--- config.mk ---
export PLATFORM = sky130hd
export DESIGN_NAME = backside_bus_arbiter
export DESIGN_NICKNAME = d
export VERILOG_FILES = /design/src/rtl/bsba_pkg.sv /design/src/rtl/backside_bus_arbiter.sv /design/src/rtl/bsba_step.sv
export SDC_FILE = /design/constraint.sdc
export NUM_CORES = 1
export LEC_CHECK = 0
export BUFFER_PORTS_ARGS = -buffer_cell sky130_fd_sc_hd__buf_2
export CAP_MARGIN = 10
export CELL_PAD_IN_SITES_DETAIL_PLACEMENT = 1
export CELL_PAD_IN_SITES_GLOBAL_PLACEMENT = 1
export CORE_AREA = 10 10 199 201
export CTS_CLUSTER_SIZE = 25
export DETAILED_ROUTE_END_ITERATION = 8
export DIE_AREA = 0 0 209 211
export GPL_ROUTABILITY_DRIVEN = 0
export GPL_TIMING_DRIVEN = 0
export PLACE_DENSITY = 0.85
export SYNTH_ARGS = -nofsm -noshare
export SYNTH_HDL_FRONTEND = slang
export SYNTH_SLANG_ARGS = --single-unit
--- constraint.sdc ---
create_clock -name clk -period 5.05 [get_ports clk]
set_clock_uncertainty 0.2 [all_clocks]
set_input_delay 0.505 -clock clk [delete_from_list [all_inputs] [get_ports clk]]
set_output_delay 0.505 -clock clk [all_outputs]
set_load 0.01 [all_outputs]
--- src/rtl/bsba_pkg.sv ---
// shared types, constants and helpers for the backside bus arbiter
package bsba_pkg;

	localparam int AGE_BITS  = 32;
	localparam int CNT_W     = 8;
	localparam int DLC_W     = 32;
	localparam int BT_W      = 8;
	localparam int CFG_IDX_W = 2;
	localparam int CFG_W     = 8;
	localparam int IN_W      = 152;
	localparam int OUT_W     = 56;

	// bus direction and transfer class coding
	typedef enum logic [2:0] {
		DIR_IDLE       = 3'd0,
		DIR_IN_REPLY   = 3'd1,
		DIR_IN_REQUEST = 3'd2,
		DIR_REQUEST    = 3'd3,
		DIR_PREFETCH   = 3'd4,
		DIR_SNOOP      = 3'd5,
		DIR_REPLY      = 3'd6
	} dir_t;

	typedef enum logic [CFG_IDX_W-1:0] {
		REG_BUS_TIME_DATA   = 2'd0,
		REG_BUS_TIME_NODATA = 2'd1,
		REG_FAST_MODE       = 2'd2,
		REG_FAST_EVICT_EN   = 2'd3
	} cfg_idx_t;

	// outbound queue bit positions
	localparam int Q_REQ = 0;
	localparam int Q_PF  = 1;
	localparam int Q_SN  = 2;
	localparam int Q_RP  = 3;

	// inbound flag bit positions
	localparam int IB_RP_FULL = 0;
	localparam int IB_RP_DATA = 1;
	localparam int IB_RQ_FULL = 2;
	localparam int IB_RQ_DATA = 3;

	typedef struct packed {
		logic [BT_W-1:0] bus_time_data;
		logic [BT_W-1:0] bus_time_nodata;
		logic            fast_mode;
		logic            fast_evict_enable;
	} cfg_t;

	typedef struct packed {
		dir_t             dir;
		logic [CNT_W-1:0] cnt;
		logic [DLC_W-1:0] dlcnt;
	} state_t;

	typedef struct packed {
		logic [3:0]          inbound_flags;
		logic [1:0]          controller_full;
		logic [3:0]          outbound_nonempty;
		logic [3:0]          outbound_head_data;
		logic [3:0]          outbound_ready;
		logic                snoop_head_evict;
		logic [AGE_BITS-1:0] request_age;
		logic [AGE_BITS-1:0] prefetch_age;
		logic [AGE_BITS-1:0] snoop_age;
		logic [AGE_BITS-1:0] reply_age;
	} item_t;

	typedef struct packed {
		dir_t             grant;
		dir_t             deliver;
		logic             deadlock_event;
		logic             fast_evict_sent;
		dir_t             bus_direction;
		logic [CNT_W-1:0] cycles_left;
		logic [DLC_W-1:0] deadlock_total;
	} result_t;

	// extra bus ticks for one transfer
	function automatic logic [CNT_W-1:0] xfer_time(cfg_t cfg, logic has_data);
		logic [BT_W-1:0] t;
		t = has_data ? cfg.bus_time_data : cfg.bus_time_nodata;
		if (cfg.fast_mode || t == '0)
			return '0;
		return CNT_W'(t - BT_W'(1));
	endfunction

endpackage

--- src/rtl/backside_bus_arbiter.sv ---
// backside bus arbiter top level: config registers, input and result registers, bus state
// a beat is held in the input register, then its result is registered in the result register once that is free
// throughput: one beat per cycle while m_tready holds, each beat is one bus tick evaluated in a single pass
// the result register frees in the same cycle it is taken, so s_tready follows m_tready
// async reset clears bus state, deadlock count, config to bus times 1 and both modes off
// reset also empties the input and result registers
module backside_bus_arbiter (
	input  logic                           clk,
	input  logic                           arst_n,
	input  logic                           cfg_we,
	input  logic [bsba_pkg::CFG_IDX_W-1:0] cfg_index,
	input  logic [bsba_pkg::CFG_W-1:0]     cfg_data,
	input  logic                           s_tvalid,
	output logic                           s_tready,
	// inbound_flags, controller_full, outbound_nonempty, outbound_head_data, outbound_ready,
	// snoop_head_evict, request_age, prefetch_age, snoop_age, reply_age, zero pad
	input  logic [bsba_pkg::IN_W-1:0]      s_tdata,
	output logic                           m_tvalid,
	input  logic                           m_tready,
	// grant, deliver, deadlock_event, fast_evict_sent, bus_direction, cycles_left,
	// deadlock_total, zero pad
	output logic [bsba_pkg::OUT_W-1:0]     m_tdata
);

	bsba_pkg::cfg_t    cfg_q;
	bsba_pkg::state_t  st_q;
	bsba_pkg::state_t  nxt;
	bsba_pkg::result_t res;
	bsba_pkg::item_t   item;
	logic [bsba_pkg::IN_W-1:0]  data_s1;
	logic                       valid_s1;
	logic [bsba_pkg::OUT_W-1:0] out_q;
	logic                       out_valid_q;
	logic                       advance;

	assign advance  = valid_s1 && (!out_valid_q || m_tready);
	assign s_tready = !valid_s1 || advance;
	assign m_tvalid = out_valid_q;
	assign m_tdata  = out_q;

	assign item.inbound_flags      = data_s1[3:0];
	assign item.controller_full    = data_s1[5:4];
	assign item.outbound_nonempty  = data_s1[9:6];
	assign item.outbound_head_data = data_s1[13:10];
	assign item.outbound_ready     = data_s1[17:14];
	assign item.snoop_head_evict   = data_s1[18];
	assign item.request_age        = data_s1[50:19];
	assign item.prefetch_age       = data_s1[82:51];
	assign item.snoop_age          = data_s1[114:83];
	assign item.reply_age          = data_s1[146:115];

	bsba_step u_step (
		.cfg  (cfg_q),
		.st   (st_q),
		.item (item),
		.nxt  (nxt),
		.res  (res)
	);

	always_ff @(posedge clk or negedge arst_n) begin
		if (!arst_n) begin
			cfg_q.bus_time_data     <= bsba_pkg::BT_W'(1);
			cfg_q.bus_time_nodata   <= bsba_pkg::BT_W'(1);
			cfg_q.fast_mode         <= 1'b0;
			cfg_q.fast_evict_enable <= 1'b0;
		end else if (cfg_we) begin
			case (cfg_index)
				bsba_pkg::REG_BUS_TIME_DATA:   cfg_q.bus_time_data   <= cfg_data;
				bsba_pkg::REG_BUS_TIME_NODATA: cfg_q.bus_time_nodata <= cfg_data;
				bsba_pkg::REG_FAST_MODE:       cfg_q.fast_mode       <= cfg_data[0];
				bsba_pkg::REG_FAST_EVICT_EN:   cfg_q.fast_evict_enable <= cfg_data[0];
				default: ;
			endcase
		end
	end

	always_ff @(posedge clk or negedge arst_n) begin
		if (!arst_n) begin
			valid_s1    <= 1'b0;
			out_valid_q <= 1'b0;
			st_q.dir    <= bsba_pkg::DIR_IDLE;
			st_q.cnt    <= '0;
			st_q.dlcnt  <= '0;
		end else begin
			if (s_tready)
				valid_s1 <= s_tvalid;
			if (advance) begin
				st_q        <= nxt;
				out_valid_q <= 1'b1;
			end else if (m_tready) begin
				out_valid_q <= 1'b0;
			end
		end
	end

	always_ff @(posedge clk) begin
		if (s_tready && s_tvalid)
			data_s1 <= s_tdata;
		if (advance)
			out_q <= {5'b0, res.deadlock_total, res.cycles_left, res.bus_direction,
				res.fast_evict_sent, res.deadlock_event, res.deliver, res.grant};
	end

	// a pending countdown always belongs to a transfer on the bus
	a_cnt_has_dir: assert property (@(posedge clk) disable iff (!arst_n)
		st_q.cnt != '0 |-> st_q.dir != bsba_pkg::DIR_IDLE)
		else $error("countdown running with bus idle");

	// a transfer only starts from an idle bus with no countdown
	a_grant_from_idle: assert property (@(posedge clk) disable iff (!arst_n)
		advance && res.grant != bsba_pkg::DIR_IDLE |->
			st_q.dir == bsba_pkg::DIR_IDLE && st_q.cnt == '0)
		else $error("grant while bus busy");

	// deadlock and delivery never come from the same completion
	a_dl_no_deliver: assert property (@(posedge clk) disable iff (!arst_n)
		advance && res.deadlock_event |-> res.deliver == bsba_pkg::DIR_IDLE)
		else $error("deadlock beat also delivered");

	// each deadlock beat bumps the running count by exactly one
	a_dl_count: assert property (@(posedge clk) disable iff (!arst_n)
		advance && res.deadlock_event |=> st_q.dlcnt == $past(st_q.dlcnt) + 32'd1)
		else $error("deadlock count off");

	// bus state only moves when a beat is evaluated
	a_state_hold: assert property (@(posedge clk) disable iff (!arst_n)
		!advance |=> $stable(st_q.dir) && $stable(st_q.cnt) && $stable(st_q.dlcnt))
		else $error("bus state changed without a beat");

endmodule

--- src/rtl/bsba_step.sv ---
// one tick of arbitration, countdown and completion handling
module bsba_step (
	input  bsba_pkg::cfg_t    cfg,
	input  bsba_pkg::state_t  st,
	input  bsba_pkg::item_t   item,
	output bsba_pkg::state_t  nxt,
	output bsba_pkg::result_t res
);

	always_comb begin
		logic [3:0]     ne;
		logic [3:0]     rdy;
		logic [3:0]     hd;
		logic           sn_ne;
		logic           rp_ne;
		logic           fast;
		logic           dl_ev;
		logic [1:0]     q;
		bsba_pkg::dir_t g;
		bsba_pkg::dir_t dlv;

		ne    = item.outbound_nonempty;
		rdy   = item.outbound_ready;
		hd    = item.outbound_head_data;
		nxt   = st;
		g     = bsba_pkg::DIR_IDLE;
		dlv   = bsba_pkg::DIR_IDLE;
		dl_ev = 1'b0;
		q     = 2'(bsba_pkg::Q_REQ);

		// fast evict path hides the snoop head from this tick's arbitration
		fast = cfg.fast_evict_enable && st.dir == bsba_pkg::DIR_IDLE &&
			ne[bsba_pkg::Q_SN] && rdy[bsba_pkg::Q_SN] && item.snoop_head_evict;
		if (fast)
			ne[bsba_pkg::Q_SN] = 1'b0;
		sn_ne = ne[bsba_pkg::Q_SN];
		rp_ne = ne[bsba_pkg::Q_RP];

		if (st.cnt != '0) begin
			nxt.cnt = st.cnt - bsba_pkg::CNT_W'(1);
		end else if (st.dir == bsba_pkg::DIR_IDLE) begin
			if (item.inbound_flags[bsba_pkg::IB_RP_FULL] && !item.controller_full[0]) begin
				g       = bsba_pkg::DIR_IN_REPLY;
				nxt.cnt = bsba_pkg::xfer_time(cfg, item.inbound_flags[bsba_pkg::IB_RP_DATA]);
			end else if (item.inbound_flags[bsba_pkg::IB_RQ_FULL] &&
					!item.controller_full[1]) begin
				g       = bsba_pkg::DIR_IN_REQUEST;
				nxt.cnt = bsba_pkg::xfer_time(cfg, item.inbound_flags[bsba_pkg::IB_RQ_DATA]);
			end else if (ne[bsba_pkg::Q_REQ] && rdy[bsba_pkg::Q_REQ] &&
					(!sn_ne || item.snoop_age > item.request_age) &&
					(!rp_ne || item.reply_age > item.request_age)) begin
				g       = bsba_pkg::DIR_REQUEST;
				nxt.cnt = bsba_pkg::xfer_time(cfg, hd[bsba_pkg::Q_REQ]);
			end else if (!ne[bsba_pkg::Q_REQ] && ne[bsba_pkg::Q_PF] && rdy[bsba_pkg::Q_PF] &&
					(!sn_ne || item.snoop_age > item.prefetch_age) &&
					(!rp_ne || item.reply_age > item.prefetch_age)) begin
				g       = bsba_pkg::DIR_PREFETCH;
				nxt.cnt = bsba_pkg::xfer_time(cfg, hd[bsba_pkg::Q_PF]);
			end else if (sn_ne && rdy[bsba_pkg::Q_SN] &&
					(!rp_ne || item.reply_age > item.snoop_age)) begin
				g       = bsba_pkg::DIR_SNOOP;
				nxt.cnt = bsba_pkg::xfer_time(cfg, hd[bsba_pkg::Q_SN]);
			end else if (rp_ne && rdy[bsba_pkg::Q_RP]) begin
				g       = bsba_pkg::DIR_REPLY;
				nxt.cnt = bsba_pkg::xfer_time(cfg, hd[bsba_pkg::Q_RP]);
			end
			if (g != bsba_pkg::DIR_IDLE)
				nxt.dir = g;
		end

		// completion
		if (nxt.cnt == '0 && nxt.dir != bsba_pkg::DIR_IDLE) begin
			case (nxt.dir)
				bsba_pkg::DIR_IN_REPLY: begin
					if (!item.controller_full[0]) begin
						dlv     = nxt.dir;
						nxt.dir = bsba_pkg::DIR_IDLE;
					end
				end
				bsba_pkg::DIR_IN_REQUEST: begin
					if (!item.controller_full[1]) begin
						dlv     = nxt.dir;
						nxt.dir = bsba_pkg::DIR_IDLE;
					end
				end
				default: begin
					case (nxt.dir)
						bsba_pkg::DIR_PREFETCH: q = 2'(bsba_pkg::Q_PF);
						bsba_pkg::DIR_SNOOP:    q = 2'(bsba_pkg::Q_SN);
						bsba_pkg::DIR_REPLY:    q = 2'(bsba_pkg::Q_RP);
						default:                q = 2'(bsba_pkg::Q_REQ);
					endcase
					// empty queue at completion aborts quietly
					if (ne[q] && rdy[q]) begin
						dlv = nxt.dir;
					end else if (ne[q]) begin
						dl_ev     = 1'b1;
						nxt.dlcnt = st.dlcnt + bsba_pkg::DLC_W'(1);
					end
					nxt.dir = bsba_pkg::DIR_IDLE;
				end
			endcase
		end

		res.grant           = g;
		res.deliver         = dlv;
		res.deadlock_event  = dl_ev;
		res.fast_evict_sent = fast;
		res.bus_direction   = nxt.dir;
		res.cycles_left     = nxt.cnt;
		res.deadlock_total  = nxt.dlcnt;
	end

endmodule

# Word level (Yosys, flattened, before mapping)
# Cells that the tools add are included.
totals:
  elab_cells: 196
  regBits: 261
  inputBits: 167
op_classes:
  magnitude_cmp: 6
  mux: 98
  bitwise: 2
  add_sub_neg: 8
  n_reduce_logical: 60
  n_eq_ne: 8
ops:
  columns: ["cell", "count"]
  rows:
  - ["$mux W8", 25]
  - ["$gt A32 B32 Y1", 5]
  - ["$mux W32", 4]
  - ["$logic_not A8 Y1", 7]
  - ["$sub A8 B1 Y8 const B", 7]
  - ["$mux W3", 16]
  - ["$mux W1", 45]
  - ["$add A32 B1 Y32 const B", 1]
  - ["$logic_and A1 B1 Y1", 20]
  - ["$logic_or A1 B1 Y1", 13]
  - ["$pmux W3 S2", 2]
  - ["$mux W11", 1]
  - ["$eq A3 B3 Y1 const B", 3]
  - ["$reduce_and A2 Y1", 4]
  - ["$reduce_bool A8 Y1", 1]
  - ["$logic_not A1 Y1", 7]
  - ["$pmux W2 S3", 1]
  - ["$reduce_bool A3 Y1", 2]
  - ["$bmux W1 S2", 2]
  - ["$eq A2 B2 Y1 const B", 2]
  - ["$mux W2", 2]
  - ["$reduce_or A2 Y1", 2]
  - ["$reduce_or A4 Y1", 1]
  - ["$eq A3 B1 Y1 const B", 1]
  - ["7 further kinds", 8]

# Logic depth before layout (Yosys ltp)
# Gate-level depths: netlist of the first run.
logic_depth:
  ltp_word: 35
  ltp_mapped: 18
  ltp_nobuf: 15

# Cells and area by module
# From an unflattened synthesis of the first run, not the netlist that was laid out.
hier_totals:
  cells_unflattened: 1462
  area_unflattened_um2: 16393.2
by_module_without_submodules:
  columns: ["mod", "area_per_inst_um2", "cells_per_inst", "instances"]
  rows:
  - ["backside_bus_arbiter", 8383.0, 344, 1]
  - ["bsba_step", 8010.2, 1118, 1]

# Least setup slack after synthesis of the first run
# No wires, ideal clock.
synth_timing:
  kind: "in2reg"
  startpoint: "input port m_tready"
  endpoint: "register data_s1[0] (netlist name), enable pin"
  t_required_ns: 4.326
  cell_stages: 2
  arrival_time_ns: 4.094
  setup_time_ns: 0.524
  path_slack_ns: 0.231
  n_path_buf: 0
  cell_sequence: "nand3b_1 -> and2_1"
synth_via:
  elab_chain_cells: 4
synth_rtl:
  columns: ["item", "line_no", "text"]
  rows:
  - ["start, declared", "backside_bus_arbiter.sv:19", "input logic m_tready,"]
  - ["$logic_or A1 B1 Y1", "backside_bus_arbiter.sv:36", "assign advance = valid_s1 && (!out_valid_q || m_tready);"]
  - ["$logic_and A1 B1 Y1", "backside_bus_arbiter.sv:36", null]
  - ["$logic_or A1 B1 Y1", "backside_bus_arbiter.sv:37", "assign s_tready = !valid_s1 || advance;"]
  - ["$logic_and A1 B1 Y1", "backside_bus_arbiter.sv:97", "if (s_tready && s_tvalid)"]
  - ["end signal, assigned", "backside_bus_arbiter.sv:98", "data_s1 <= s_tdata;"]
  - ["end, declared", "backside_bus_arbiter.sv:30", "logic [bsba_pkg::IN_W-1:0] data_s1;"]
# No other way between the ends.
# A chain may end at the register's enable or synchronous reset.

==> reports/metrics.yaml, run 1 <==
chipHeight_um: 211
cts_tree: "built"
async_flop_share: 0.2414
fin_tns_setup_ns: 0
cts_buffers: 29
synth_seq_cells: 261
hpwl_um: 40790
max_clock_freq_mhz: 198.2
rows: 69
gr-usage-all-layers: 0.2816
io-pin-count: 225
cts_max_path_buffers: 3
drive_above_1_share: 0.2187
slew_headroom: 0.3604
synth_top_area_cell: "edfxtp_1"
grt_max_degree: 77
worst-path-buf-inv: 4
worst_r2r_endpoint: "m_tdata[49]$_DFFE_PP_"
min_from: "cfg_data[7]"
area_growth_pct: 28.52
core_um2: 35400
start_util: 0.4670
r2r_slack_ns: 0.003
critPathTopFamily: "compound AO/OA/AOI/OAI gates"
vias_per_cell: 6.108
drcViolationCount: 0
finalCriticalPeriod_ns: 5.047
path_cells: "ha_1 > a21oi_1 > o21ai_0 > a21oi_1 > o2111ai_1 > nor3_2 > or3_1 > buf_2 > nand2_1 > o311a_1 > and4_1 > o211ai_1 > buf_4 > buf_6 > buf_4 > nor3_1 > xor2_1"
crit_path_max_fanout: 10
via_count: 14812
dp_slack_ns: -0.6084
reg2reg_depth: 17
die-area_um2: 44100
drtIter0Drc: 1237
cp-end-kind: "flop"
path_clk_slew_ns: 0.07
die_w_um: 209
fin_util: 0.6002
synth_edf_count: 198
hold_path_class: "in2reg"
crit_type: "reg2reg"
start_kind: "flop"
worstPathArrival_ns: 5.21
vdd_drop_max_mv: 0.3315
yosysSeqAreaShare: 0.4552
worstReg2RegStart: "data_s1[100]$_DFFE_PP_"
numClockSinks: 261
fin_ws_ns: 0.003453
grt_pass1_vias: 15970
detail_route.wl_per_cell_um: 26.66
whs_path_depth: 2
detail-route-antenna-nets: 0
grt_pass1_wl_um: 97030
worst-path-stages: 17
synth_most_common_cell: "edfxtp_1"
synth_top_area_frac: 0.3597
yosysUniqueCellTypes: 82
dr.pass1.iters: 6
crit_path_max_incr_delay_ns: 0.48
fin_crit_sh: 0.9993
power_leakage_uw: 0.009284
slowest_stage: "edfxtp_1"
syn_area_per_cell_um2: 10.89
nFillCells: 3768
synthCells: 1518
yosys-top-cells-area: "edfxtp_1, ha_1, dfrtp_1, xor2_1, nand2_1"
status: "completed"
finalHoldViolCount: 0
grt_overflow: 0
setup_viol: 0
whs_ns: 0.003089
syn_area_um2: 16530
powerDensity_nw_per_um2: 341.0
cp-startpoint: "data_s1[100]$_DFFE_PP_"
cts.htree.levels: 1
numPortBuffers: 214
antenna_found_initial: 9
slew_viol_final: 0
maxCapViolations: 0
ys_warn_count: 0
finalNetCount: 2277
yosys-top-cells-count: "edfxtp_1, ha_1, nand2_1"
ys.flop_type: "edfxtp_1"
clk_latency_ns: 0.58
p_total_uw: 7243
routed_wl_um: 64660
worstMarginPinSlew_ns: 0.9536
root_buffer: "clkbuf_16"
crit_required_ns: 5.21
worstHoldEndpoint: "cfg_q[9]$_DFFE_PN0P_"
## what timing repair did
item	CTS	global route
gates resized for setup	27	56
pin swaps	0	14
endpoints found under the setup margin	74	74
hold endpoints to repair	217	0
hold buffers	154	0
setup buffers	0	11
## cell families (layout without fill, tap and decap cells)
kind of cell	Yosys count	count (layout)	share of synthesized area
AO/OA/AOI/OAI	255	255	0.1057
XOR/XNOR	114	114	0.06040
adder cells (fa/ha/maj)	174	174	0.1317
buffers and inverters	181	616	0.04716
flip-flops	261	261	0.4552
multiplexers	63	63	0.04004
other	1	12	0.0002269
AND/OR/NAND/NOR	469	469	0.1596
## metal layers
| layer | global-route usage | up-vias | wire, um |
|---|---|---|---|
| met4 | 0.1168 | 4 | 2932 |
| met5 | 0 | - | 27 |
| met1 | 0.3243 | 7389 | 24370 |
| met2 | 0.5012 | 737 | 32790 |
| li1 | - | 6492 | - |
| met3 | 0.05618 | 190 | 4545 |
## cells in the final DEF, fill, tap and decap left out, types with 9 or more instances in the layout
master and count:
and4_1 10, nor4_2 32, nor2_1 76, nand4_1 40
mux2i_1 37, o21ai_0 33, xor2_1 86, a211oi_1 11
inv_1 114, clkbuf_1 38, or3_1 13, dfrtp_1 61
ha_1 173, nor3_2 10, xnor2_1 28, o211ai_1 13
buf_4 23, nand2_1 115, nor3_1 46, clkbuf_16 29
dlygate4sd3_1 154, nor4_1 10, buf_2 223, nor4_4 9
a221oi_1 10, edfxtp_1 198, a21oi_1 73, nor3b_1 10
nand3_1 36, and3_1 10, a21o_1 14, mux2_2 25
## where the power goes
part	leakage (uW)	internal (uW)	switching, uW
Clock	0.000442	1180	948
Sequential	0.00274	2550	205
Combinational	0.00610	903	1450
## through the flow
step           instance area [um^2]  cells
2_1_floorplan                 16540   1522
3_5_place_dp                  18270   2200
5_1_grt                       21240   2425
3_3_place_gp                  18190   2197
4_1_cts                       20860   2406
6_report                      21240   2425
## worst max path at each step
stage          slack, ns               endpoint
3_5_place_dp       -0.61  m_tdata[25]$_DFFE_PP_
3_3_place_gp       -1.10  data_s1[41]$_DFFE_PP_
2_1_floorplan       0.23   data_s1[0]$_DFFE_PP_
5_1_grt            -0.11  m_tdata[49]$_DFFE_PP_
4_1_cts             0.01  m_tdata[25]$_DFFE_PP_
6_report           0.003  m_tdata[49]$_DFFE_PP_
## sequential cells by signal, summed over array words and instances (netlist names)
signal	count
valid_s1	1
st_q	43
data_s1	147
m_tvalid	1
cfg_q	18
m_tdata	51
## cell type report
cell class                 count  area [um^2]  share of cell area
multi-input combinational   1080         8645              0.4069
buffer                        67        369.1             0.01737
tap                          461        576.8             0.02715
sequential                   261         7525              0.3542
inverter                     114        427.9             0.02014
clock inverter                13        132.6            0.006243
antenna                        7        17.52           0.0008245
clock buffer                  39        773.2             0.03640
timing repair buffer         383         2778              0.1307
Power figures use the tool's default switching activity.
==> inputs of run 2 (changes only) <==
--- a/config.mk
+++ b/config.mk
@@ -15,7 +15,8 @@
 export DIE_AREA = 0 0 209 211
 export GPL_ROUTABILITY_DRIVEN = 0
 export GPL_TIMING_DRIVEN = 0
-export PLACE_DENSITY = 0.85
+export PLACE_DENSITY = 0.82
 export SYNTH_ARGS = -nofsm -noshare
 export SYNTH_HDL_FRONTEND = slang
 export SYNTH_SLANG_ARGS = --single-unit
+export TNS_END_PERCENT = 100
==> run 2 against run 1 <==
  * Sequential share of layout area down 0.48 points
  * Combinational power about the same
  * Register-to-register slack better by 0.07 ns
  * Global-route usage down 0.84 points
  * Worst setup slack better by 0.068 ns
  * Utilization up 0.83 points
  * First-iteration DRC count down 6.2%
  * Critical path depth down 1
  * Sequential power about the same
  * Sequential cell count unchanged
  * Wire length down 2.0%
  * Highest routed layer unchanged
==> reports/metrics.yaml, run 2 (synthesized netlist as in run 1, its figures left out) <==
clk_latency_ns: 0.60
via_count: 14680
grt_pass1_wl_um: 94740
worst-path-buf-inv: 4
maxCapViolations: 0
slew_viol_final: 0
powerDensity_nw_per_um2: 343.5
drcViolationCount: 0
detail_route.wl_per_cell_um: 25.96
die-area_um2: 44100
dr.pass1.iters: 8
cts_tree: "built"
cts_buffers: 29
path_cells: "ha_1 > nand4_1 > nor4_4 > nor3b_2 > nor3_4 > buf_4 > o41ai_2 > a311oi_4 > buf_4 > nor4b_1 > a221oi_2 > or2_1 > buf_4 > clkbuf_4 > nor3_1 > xor2_1"
crit_path_max_fanout: 10
final_common_cell: "buf_2"
path_clk_slew_ns: 0.07
vias_per_cell: 6.011
min_from: "m_tready"
numPortBuffers: 214
grt_max_degree: 64
whs_path_depth: 3
antenna_found_initial: 6
grt_overflow: 0
slew_headroom: 0.3961
crit_path_max_incr_delay_ns: 0.51
setup_viol: 0
rows: 69
placed_cells: 2201
crit_required_ns: 5.16
finalNetCount: 2294
met3_wirelength_um: 4010
critPathTopFamily: "simple AND/OR/NAND/NOR gates"
worstPathArrival_ns: 5.09
cts_max_path_buffers: 3
drive_above_1_share: 0.2303
top_layer: "met5"
vdd_drop_max_mv: 0.3455
cts.htree.levels: 1
cp-end-kind: "flop"
root_buffer: "clkbuf_16"
seq_area_um2: 7525
die_w_um: 209
worst_r2r_endpoint: "m_tdata[27]$_DFFE_PP_"
wl_met1_um: 25080
slowest_stage: "o41ai_2"
max_clock_freq_mhz: 200.9
nFillCells: 3759
largest_register_ff_count: 147
worstHoldEndpoint: "m_tvalid$_DFFE_PN0P_"
fin_util: 0.6084
gr-usage-all-layers: 0.2732
crit_type: "reg2reg"
status: "completed"
finalHoldViolCount: 0
detail-route-antenna-nets: 0
power_leakage_uw: 0.009437
multi_input_area_um2: 8700
largest_register: "data_s1"
numClockSinks: 261
grt_pass1_vias: 15719
cp_common_cell: "buf_4"
drtIter0Drc: 1160
reg2reg_depth: 16
worstReg2RegStart: "data_s1[110]$_DFFE_PP_"
finalCriticalPeriod_ns: 4.978
chipHeight_um: 211
core_um2: 35400
worstMarginPinSlew_ns: 0.9004
start_util: 0.4670
routed_wl_um: 63390
r2r_slack_ns: 0.07
final-instance-count-excl-fill: 2442
final_cell_mix: "buf_2, edfxtp_1, ha_1, dlygate4sd3_1, inv_1"
fin_crit_sh: 0.9858
start_kind: "flop"
worst-path-stages: 16
hold_path_class: "in2reg"
hpwl_um: 40810
io-pin-count: 225
area_growth_pct: 30.29
dr_wl_met2_um: 31590
[run 2: cell types whose count changed in the layout (fill, tap and decap cells not counted), sizes merged]
cell / change
inv: -1
buf: +13
bufinv: +1
diode: -2
dlygate4sd3: +3
clkbuf: +4
clkinv: -1
[run 2: repair_timing]
item / 4_1_cts / 5_1_grt
setup endpoints to repair: 74 / 71
hold buffers: 157 / 0
endpoints found under the hold margin: 226 / 0
resized for setup: 27 / 69
pin swaps: 0 / 19
buffers inserted: 0 / 26
[run 2: per-layer routing]
layer  track usage  vias to the layer above
li1              -                     6528
met1        0.3265                     7386
met2        0.4794                      604
met3       0.04760                      160
met4        0.1087                        2
met5             0                        -
[run 2: report_power, final]
| group | internal [uW] | switching, uW |
|---|---|---|
| Combinational | 924 | 1440 |
| Clock | 1330 | 956 |
| Sequential | 2550 | 194 |
| Total | 4810 | 2590 |
[run 2: worst max-delay path by stage]
stage          slack, ns                   start                     to
2_1_floorplan       0.23                m_tready   data_s1[0]$_DFFE_PP_
3_3_place_gp       -1.18                m_tready  data_s1[39]$_DFFE_PP_
3_5_place_dp       -0.73  data_s1[110]$_DFFE_PP_  m_tdata[49]$_DFFE_PP_
4_1_cts             0.01  data_s1[129]$_DFFE_PP_  m_tdata[49]$_DFFE_PP_
5_1_grt            -0.07  data_s1[110]$_DFFE_PP_  m_tdata[42]$_DFFE_PP_
6_report            0.07  data_s1[110]$_DFFE_PP_  m_tdata[27]$_DFFE_PP_
[run 2: final cells by class]
cell class | count | share of cell area
repair buffers | 401 | 0.1356
flip-flops and latches | 261 | 0.3494
clock inverters | 12 | 0.006913
plain buffers | 66 | 0.01720
multi-input cells | 1080 | 0.4039
diodes | 5 | 0.0005810
well taps | 461 | 0.02678
clock buffers | 42 | 0.03974
inverters | 114 | 0.01987
[run 2: worst min-delay path: stages]
cell and delay (ns):
buf_2 0.09, nand2b_1 0.12, nand2b_1 0.07
[run 2: metrics by stage]
| stage | TNS, ns | hold slack [ns] | total power (uW) | setup slack (ns) | instance area (um^2) |
|---|---|---|---|---|---|
| after floorplan | 0 | 0.009409 | 4059 | 0.2314 | 16540 |
| after global placement | -197.21 | 0.2714 | 4690 | -1.183 | 18190 |
| after detailed placement | -36.86 | 0.2942 | 4780 | -0.7334 | 18280 |
| after CTS | 0 | 0.009164 | 7173 | 0.01222 | 21010 |
| after global routing | -0.2846 | 0.04671 | 7706 | -0.07430 | 21540 |
| final | 0 | 0.03536 | 7399 | 0.07192 | 21540 |
